===== src/sv/bawd_pkg.sv =====
`timescale 1ns / 1ps
`default_nettype none

package bawd_pkg;

    // Row geometry
    localparam int MAX_ROW_WORDS = 64;
    localparam int COL_W         = $clog2(MAX_ROW_WORDS);
    localparam int ROW_W         = 7;
    localparam int WORD_W        = 16;

    // Register map, index = paddr[4:2]
    localparam int ADDR_W = 5;
    typedef enum logic [2:0] {
        REG_MINTERM    = 3'd0,
        REG_SHIFT_A    = 3'd1,
        REG_SHIFT_B    = 3'd2,
        REG_DESCENDING = 3'd3,
        REG_FIRST_MASK = 3'd4,
        REG_LAST_MASK  = 3'd5,
        REG_ROW_WORDS  = 3'd6
    } reg_idx_t;

    typedef struct packed {
        logic [7:0]        minterm;
        logic [3:0]        shift_a;
        logic [3:0]        shift_b;
        logic              descending;
        logic [WORD_W-1:0] first_word_mask;
        logic [WORD_W-1:0] last_word_mask;
        logic [ROW_W-1:0]  row_words;
    } cfg_t;

    // Carried row state
    typedef struct packed {
        logic [WORD_W-1:0] previous_a;
        logic [WORD_W-1:0] previous_b;
        logic [COL_W-1:0]  column_index;
        logic              zero_flag;
    } row_state_t;

    typedef struct packed {
        logic [WORD_W-1:0] word_d;
        logic              all_zero;
        logic              row_end;
    } unit_res_t;

    // Funnel shift of the previous and current word of a channel
    function automatic logic [WORD_W-1:0] barrel(
        input logic [WORD_W-1:0] prev,
        input logic [WORD_W-1:0] cur,
        input logic [3:0]        sh,
        input logic              left
    );
        logic [2*WORD_W-1:0] right_cat;
        logic [2*WORD_W-1:0] left_cat;
        right_cat = {prev, cur} >> sh;
        left_cat  = {cur, prev} << sh;
        if (left)
            barrel = left_cat[2*WORD_W-1:WORD_W];
        else
            barrel = right_cat[WORD_W-1:0];
    endfunction

    // Each D bit is the minterm bit picked by {a,b,c}
    function automatic logic [WORD_W-1:0] combine(
        input logic [7:0]        mt,
        input logic [WORD_W-1:0] a,
        input logic [WORD_W-1:0] b,
        input logic [WORD_W-1:0] c
    );
        logic [WORD_W-1:0] d;
        d = '0;
        for (int i = 0; i < WORD_W; i++)
            d[i] = mt[{a[i], b[i], c[i]}];
        combine = d;
    endfunction

endpackage

`default_nettype wire


===== src/sv/blitter_area_word_datapath_core.sv =====
`timescale 1ns / 1ps
`default_nettype none

// A word accepted on s_tdata passes through the input register, then the combinational
// word unit into the result register that drives m_tvalid. One word per cycle while
// m_tready is high; the input register and the result register each hold one word.
// Reset (rst_n low, asynchronous): both stages empty, row state cleared with the zero
// flag set, registers at minterm 0, shifts 0, ascending, masks 0xFFFF, row width 1.
module blitter_area_word_datapath_core
    import bawd_pkg::*;
(
    input  wire logic              clk,
    input  wire logic              rst_n,
    // Configuration
    input  wire logic              psel,
    input  wire logic              penable,
    input  wire logic              pwrite,
    input  wire logic [ADDR_W-1:0] paddr,
    input  wire logic [31:0]       pwdata,
    output logic [31:0]            prdata,
    output logic                   pready,
    // Input stream
    input  wire logic              s_tvalid,
    output logic                   s_tready,
    input  wire logic [47:0]       s_tdata,   // word_a, word_b, word_c
    input  wire logic [0:0]        s_tuser,   // blit_start
    // Result stream
    output logic                   m_tvalid,
    input  wire logic              m_tready,
    output logic [15:0]            m_tdata,   // word_d
    output logic [0:0]             m_tuser,   // all_zero
    output logic                   m_tlast    // row_end
);

    cfg_t              cfg_reg;
    row_state_t        state_reg;
    row_state_t        state_next;
    unit_res_t         res;
    reg_idx_t          reg_idx;
    logic              cfg_write;

    logic              in_valid_reg;
    logic [WORD_W-1:0] in_a_reg;
    logic [WORD_W-1:0] in_b_reg;
    logic [WORD_W-1:0] in_c_reg;
    logic              in_start_reg;
    logic              advance;

    logic              out_valid_reg;
    unit_res_t         out_reg;

    // Configuration registers
    assign pready    = 1'b1;
    assign reg_idx   = reg_idx_t'(paddr[4:2]);
    assign cfg_write = psel & penable & pwrite & pready;

    always_ff @(posedge clk or negedge rst_n)
    begin
        if (!rst_n)
        begin
            cfg_reg.minterm         <= '0;
            cfg_reg.shift_a         <= '0;
            cfg_reg.shift_b         <= '0;
            cfg_reg.descending      <= 1'b0;
            cfg_reg.first_word_mask <= '1;
            cfg_reg.last_word_mask  <= '1;
            cfg_reg.row_words       <= ROW_W'(1);
        end
        else if (cfg_write)
        begin
            unique case (reg_idx)
                REG_MINTERM:    cfg_reg.minterm         <= pwdata[7:0];
                REG_SHIFT_A:    cfg_reg.shift_a         <= pwdata[3:0];
                REG_SHIFT_B:    cfg_reg.shift_b         <= pwdata[3:0];
                REG_DESCENDING: cfg_reg.descending      <= pwdata[0];
                REG_FIRST_MASK: cfg_reg.first_word_mask <= pwdata[WORD_W-1:0];
                REG_LAST_MASK:  cfg_reg.last_word_mask  <= pwdata[WORD_W-1:0];
                REG_ROW_WORDS:  cfg_reg.row_words       <= pwdata[ROW_W-1:0];
                default:        ;
            endcase
        end
    end

    // Register readback
    always_comb
    begin
        unique case (reg_idx)
            REG_MINTERM:    prdata = 32'(cfg_reg.minterm);
            REG_SHIFT_A:    prdata = 32'(cfg_reg.shift_a);
            REG_SHIFT_B:    prdata = 32'(cfg_reg.shift_b);
            REG_DESCENDING: prdata = 32'(cfg_reg.descending);
            REG_FIRST_MASK: prdata = 32'(cfg_reg.first_word_mask);
            REG_LAST_MASK:  prdata = 32'(cfg_reg.last_word_mask);
            REG_ROW_WORDS:  prdata = 32'(cfg_reg.row_words);
            default:        prdata = '0;
        endcase
    end

    // Pipeline control: the input stage moves on when the result slot is free
    assign advance  = in_valid_reg & (~out_valid_reg | m_tready);
    assign s_tready = ~in_valid_reg | advance;

    // Input register
    always_ff @(posedge clk or negedge rst_n)
    begin
        if (!rst_n)
            in_valid_reg <= 1'b0;
        else if (s_tready)
            in_valid_reg <= s_tvalid;
    end

    always_ff @(posedge clk)
    begin
        if (s_tvalid && s_tready)
        begin
            in_a_reg     <= s_tdata[15:0];
            in_b_reg     <= s_tdata[31:16];
            in_c_reg     <= s_tdata[47:32];
            in_start_reg <= s_tuser[0];
        end
    end

    bawd_word_unit u_word_unit (
        .cfg        (cfg_reg),
        .state      (state_reg),
        .word_a     (in_a_reg),
        .word_b     (in_b_reg),
        .word_c     (in_c_reg),
        .blit_start (in_start_reg),
        .res        (res),
        .state_next (state_next)
    );

    // Row state updates as each word passes into the result register
    always_ff @(posedge clk or negedge rst_n)
    begin
        if (!rst_n)
        begin
            state_reg.previous_a   <= '0;
            state_reg.previous_b   <= '0;
            state_reg.column_index <= '0;
            state_reg.zero_flag    <= 1'b1;
        end
        else if (advance)
            state_reg <= state_next;
    end

    // Result register
    always_ff @(posedge clk or negedge rst_n)
    begin
        if (!rst_n)
            out_valid_reg <= 1'b0;
        else if (advance)
            out_valid_reg <= 1'b1;
        else if (m_tready)
            out_valid_reg <= 1'b0;
    end

    always_ff @(posedge clk)
    begin
        if (advance)
            out_reg <= res;
    end

    assign m_tvalid   = out_valid_reg;
    assign m_tdata    = out_reg.word_d;
    assign m_tuser[0] = out_reg.all_zero;
    assign m_tlast    = out_reg.row_end;

    // A held input word stays until it moves on
    assert property (@(posedge clk) disable iff (!rst_n)
        in_valid_reg && !advance |=> in_valid_reg)
        else $error("input stage lost a word");

    // The last word of a row wraps the column
    assert property (@(posedge clk) disable iff (!rst_n)
        advance && res.row_end |=> state_reg.column_index == '0)
        else $error("column did not wrap at row end");

    // all_zero can only be reported with a zero word
    assert property (@(posedge clk) disable iff (!rst_n)
        m_tvalid && m_tuser[0] |-> m_tdata == '0)
        else $error("all_zero set with nonzero word_d");

    // Once cleared, the zero flag stays cleared until a new blit
    assert property (@(posedge clk) disable iff (!rst_n)
        advance && !in_start_reg && !state_reg.zero_flag |=> !state_reg.zero_flag)
        else $error("zero flag set again within a blit");

endmodule

`default_nettype wire


===== src/sv/bawd_word_unit.sv =====
`timescale 1ns / 1ps
`default_nettype none

module bawd_word_unit
    import bawd_pkg::*;
(
    input  wire cfg_t              cfg,
    input  wire row_state_t        state,
    input  wire logic [WORD_W-1:0] word_a,
    input  wire logic [WORD_W-1:0] word_b,
    input  wire logic [WORD_W-1:0] word_c,
    input  wire logic              blit_start,
    output unit_res_t              res,
    output row_state_t             state_next
);

    logic [ROW_W-1:0]  width;
    logic [COL_W-1:0]  col;
    logic              first;
    logic              last;
    logic [WORD_W-1:0] prev_a;
    logic [WORD_W-1:0] prev_b;
    logic [WORD_W-1:0] masked_a;
    logic [WORD_W-1:0] sa;
    logic [WORD_W-1:0] sb;
    logic [WORD_W-1:0] d;
    logic              flag;

    // Effective row width, clamped to 1..MAX_ROW_WORDS
    always_comb
    begin
        if (cfg.row_words == '0)
            width = ROW_W'(1);
        else if (cfg.row_words > ROW_W'(MAX_ROW_WORDS))
            width = ROW_W'(MAX_ROW_WORDS);
        else
            width = cfg.row_words;
    end

    // Column position; a start restarts the row
    assign col   = blit_start ? '0 : state.column_index;
    assign first = (col == '0);
    assign last  = ((ROW_W'(col) + ROW_W'(1)) >= width);

    // Previous words are cleared at the start of each row
    assign prev_a = first ? '0 : state.previous_a;
    assign prev_b = first ? '0 : state.previous_b;

    // Edge masks on A
    always_comb
    begin
        masked_a = word_a;
        if (first)
            masked_a = masked_a & cfg.first_word_mask;
        if (last)
            masked_a = masked_a & cfg.last_word_mask;
    end

    assign sa = barrel(prev_a, masked_a, cfg.shift_a, cfg.descending);
    assign sb = barrel(prev_b, word_b, cfg.shift_b, cfg.descending);
    assign d  = combine(cfg.minterm, sa, sb, word_c);

    // Sticky zero flag across the blit
    assign flag = (blit_start | state.zero_flag) & (d == '0);

    assign res.word_d   = d;
    assign res.all_zero = flag;
    assign res.row_end  = last;

    assign state_next.previous_a   = masked_a;
    assign state_next.previous_b   = word_b;
    assign state_next.column_index = last ? '0 : col + COL_W'(1);
    assign state_next.zero_flag    = flag;

endmodule

`default_nettype wire


===== config.mk =====
export PLATFORM = sky130hd
export DESIGN_NAME = blitter_area_word_datapath_core
export DESIGN_NICKNAME = d
export VERILOG_FILES = /design/src/sv/bawd_pkg.sv /design/src/sv/blitter_area_word_datapath_core.sv /design/src/sv/bawd_word_unit.sv
export SDC_FILE = /design/constraint.sdc
export NUM_CORES = 1
export LEC_CHECK = 0
export BUFFER_PORTS_ARGS = -buffer_cell sky130_fd_sc_hd__buf_2
export CAP_MARGIN = 20
export CORE_MARGIN = 2
export CORE_UTILIZATION = 61
export DETAILED_ROUTE_END_ITERATION = 6
export PLACE_DENSITY = 0.89
export SLEW_MARGIN = 5
export SYNTH_ARGS = -nofsm -noshare
export SYNTH_HDL_FRONTEND = slang
export SYNTH_SLANG_ARGS = --single-unit

===== constraint.sdc =====
create_clock -name clk -period 6.43 [get_ports clk]
set_input_delay 1.286 -clock clk [delete_from_list [all_inputs] [get_ports clk]]
set_output_delay 1.286 -clock clk [all_outputs]
set_load 0.03 [all_outputs]

==> run metrics <==
status finished clean; RSZ-0062 raised after global routing false; DRC violations left 0; CTS tree yes; P per Cell Area approximately 370 nW/um^2; Cells after DPL 1677; # nets final roughly 1500; min Tclk post-route around 6000 ps; I/O Buffers 110; first-pass GRT wire length 73.5 mm; FMAX approximately 0.17 GHz; Hold Vio Cnt, Final 0; Clock Tree Buf Depth 2; Initial Util between 60% and 70%; Via density 7.46; CP arrival just over 6000 ps; largest net degree at the start of global routing 70; vias in the first global route between 10000 and 15000; max-cap violations 0; worst r2r path cells 19; gr ovfl total 0; Hold Path Class flop to flop; final-layout fill cell count 1629; DRT iter0 DRCs 1935; Worst Path Class, Setup flop to flop; wire per inst approximately 28 um; post-route ant nets 0; max FFs per register 56; Hold Path Cell Cnt 2; Setup TNS 0 ps; Slew headroom 30.5%; worst reg2reg path startpoint in_start_reg; LEAKAGE 5.78 nW; Final period util between 90% and 100%; Cell Count, Final, Fillers Out approximately 1700; post-CTS setup buffers 0; Top FF cell, synth edfxtp_1; dpl hpwl about 34 mm; yosys warns 0; Root Driver clkbuf_16; hold wc startpoint state_reg[0]; cts repair resizes 0; Area Growth Syn to Fin 8.88%; Multi-input gate area around 8300 um^2; Worst R2R Setup Slack 550 ps; Crit. End Element flop; width of the die about 150 um; EDFF count, synth 67; Die Ht 153 um; worst hold endpoint state_reg[0]; WL final 48.0 mm; Slew Limit Fails 0; Num CTS Buffers 17; I/O Pins 146; Sequential Area 4490 um^2; number of antenna violations at the first check in global routing 2; num rows 54; Setup-failing EPs final 0; R2R Path End state_reg[0]; clk_skew around 18 ps; via count 12800; synthesized cell area roughly 13000 um^2; share of layout cells above drive strength 1 27.4%; CORE AREA 21800 um^2; worst slew pin tran around 1000 ps; VDD IR-drop max ~240 uV; Clock Latency Late Sink 450 ps; Worst Setup SP in_start_reg; Die Area 23300 um^2; Hold WS between 400 and 500 ps; CTS H-tree lvls 4; post-synth cell types 87; part of the Yosys area used for sequential elements between 30% and 40%; Clock Sinks roughly 160; FFs w/ async S/R, synth 59.1%; WP data required 6780 ps; Seq cells post-synth ~160; gpl congestion 1.06; router iterations before antenna repair 5; Mean Syn Cell Area a little under 10 um^2; cell count after synthesis between 1000 and 1500; clock-pin slew on the worst setup and hold paths 80 ps; CP Launch Type flop; total track usage around two fifths; CP max FO 20; cts-stage hold buffer count 0
-- per-layer routing --
metal / vias to the layer above / share of wire (%) / track usage [%]
met5: - / 0 / 0
met4: 0 / 5.0 / 18.9
met3: 181 / 12 / 8.87
met2: 1057 / 45 / 62.5
met1: 6175 / 39 / 57.0
li1: 5340 / - / -
-- worst max-delay path: stages (launching register included) --
cell	delay (ps)
edfxtp_1	500
nand2b_1	220
inv_1	120
ha_1	210
nand3_1	110
xor2_1	160
nor2_1	80
ha_1	300
a21oi_1	60
o21ai_0	420
a21oi_4	210
buf_4	250
o21ai_0	720
a21oi_1	160
a2111oi_1	460
a41oi_1	300
mux2_4	380
or3_1	350
or4_4	530
o31ai_2	240
-- Yosys cell counts (all sizes together), types with 7 or more instances --
cell type / instances / area (um^2)
a211o: 8 / 70.1
a211oi: 19 / 143
a21oi: 55 / 279
a31oi: 27 / 175
buf: 68 / 402
clkbuf: 63 / 236
dfrtp: 63 / 1580
dfstp: 34 / 893
edfxtp: 67 / 2010
ha: 9 / 113
inv: 28 / 105
mux2: 94 / 1070
mux2i: 96 / 961
mux4: 75 / 1690
nand2: 129 / 484
nand2b: 16 / 100
nand3: 52 / 260
nand4: 12 / 75.1
nor2: 124 / 468
nor2b: 10 / 62.6
nor3: 19 / 95.1
o211a: 12 / 120
o211ai: 39 / 303
o21a: 17 / 128
o21ai: 109 / 564
o221ai: 14 / 123
o311ai: 8 / 70.1
o31ai: 7 / 57.6
or3: 10 / 62.6
-- cell families after synthesis --
kind of cell             after synthesis  synth area share [%]
AO/OA/AOI/OAI                        382                  19.4
XOR/XNOR                               3                 0.195
multiplexers                         265                  27.7
flip-flops                           164                  33.3
buffers and inverters                160                  5.55
AND/OR/NAND/NOR                      389                  13.0
adder cells (fa/ha/maj)                9                 0.837
other                                  2                0.0558
-- layout make-up --
| cell class | instances | share of cell area (%) |
|---|---|---|
| flip-flops and latches | 164 | 30.7 |
| clock inverters | 15 | 1.38 |
| repair buffers | 139 | 5.26 |
| inverters | 29 | 0.743 |
| diodes | 1 | 0.0171 |
| clock buffers | 17 | 2.90 |
| multi-input cells | 1065 | 56.7 |
| well taps | 280 | 2.39 |
-- placed cells by master, fill, tap and decap left out, drive strengths merged, types with 10 or more instances in the layout --
master / synthesis / layout
o211ai: 39 / 39
nor2b: 10 / 10
edfxtp: 67 / 67
o211a: 12 / 12
nor3: 19 / 19
buf: 68 / 139
mux2: 94 / 94
a21oi: 55 / 55
mux4: 75 / 75
o21ai: 109 / 109
nand3: 52 / 52
or3: 10 / 10
conb: 2 / 17
a211oi: 19 / 19
clkbuf: 63 / 17
nand4: 12 / 12
nand2b: 16 / 16
mux2i: 96 / 96
dfstp: 34 / 34
a31oi: 27 / 27
o221ai: 14 / 14
nand2: 129 / 129
nor2: 124 / 124
inv: 28 / 35
o21a: 17 / 17
dfrtp: 63 / 63
-- through the flow --
step	setup slack [ps]	area, um^2	power, mW	util [%]
after floorplan	1580	13500	3.44	-
after global placement	879	14000	4.15	64.4
after detailed placement	724	14000	4.21	64.4
after CTS	677	14600	5.31	67.3
after global routing	259	14600	5.61	67.3
final	549	14600	5.42	67.3
-- report_power, final --
part	switching [mW]	internal (mW)
combinational	1.61	1.03
sequential	0.364	1.32
clock	0.554	0.538
total	2.53	2.89
-- how the worst max path moves through the flow --
| stage | slack (ps) | cells past startpoint | endpoint |
|---|---|---|---|
| 3_5_place_dp | 720 | 19 | state_reg[0] |
| 2_1_floorplan | 1580 | 22 | state_reg[0] |
| 5_1_grt | 260 | 19 | state_reg[0] |
| 3_3_place_gp | 880 | 20 | state_reg[0] |
| 6_report | 550 | 19 | state_reg[0] |
| 4_1_cts | 680 | 19 | state_reg[0] |
Power figures use the tool's default switching activity.
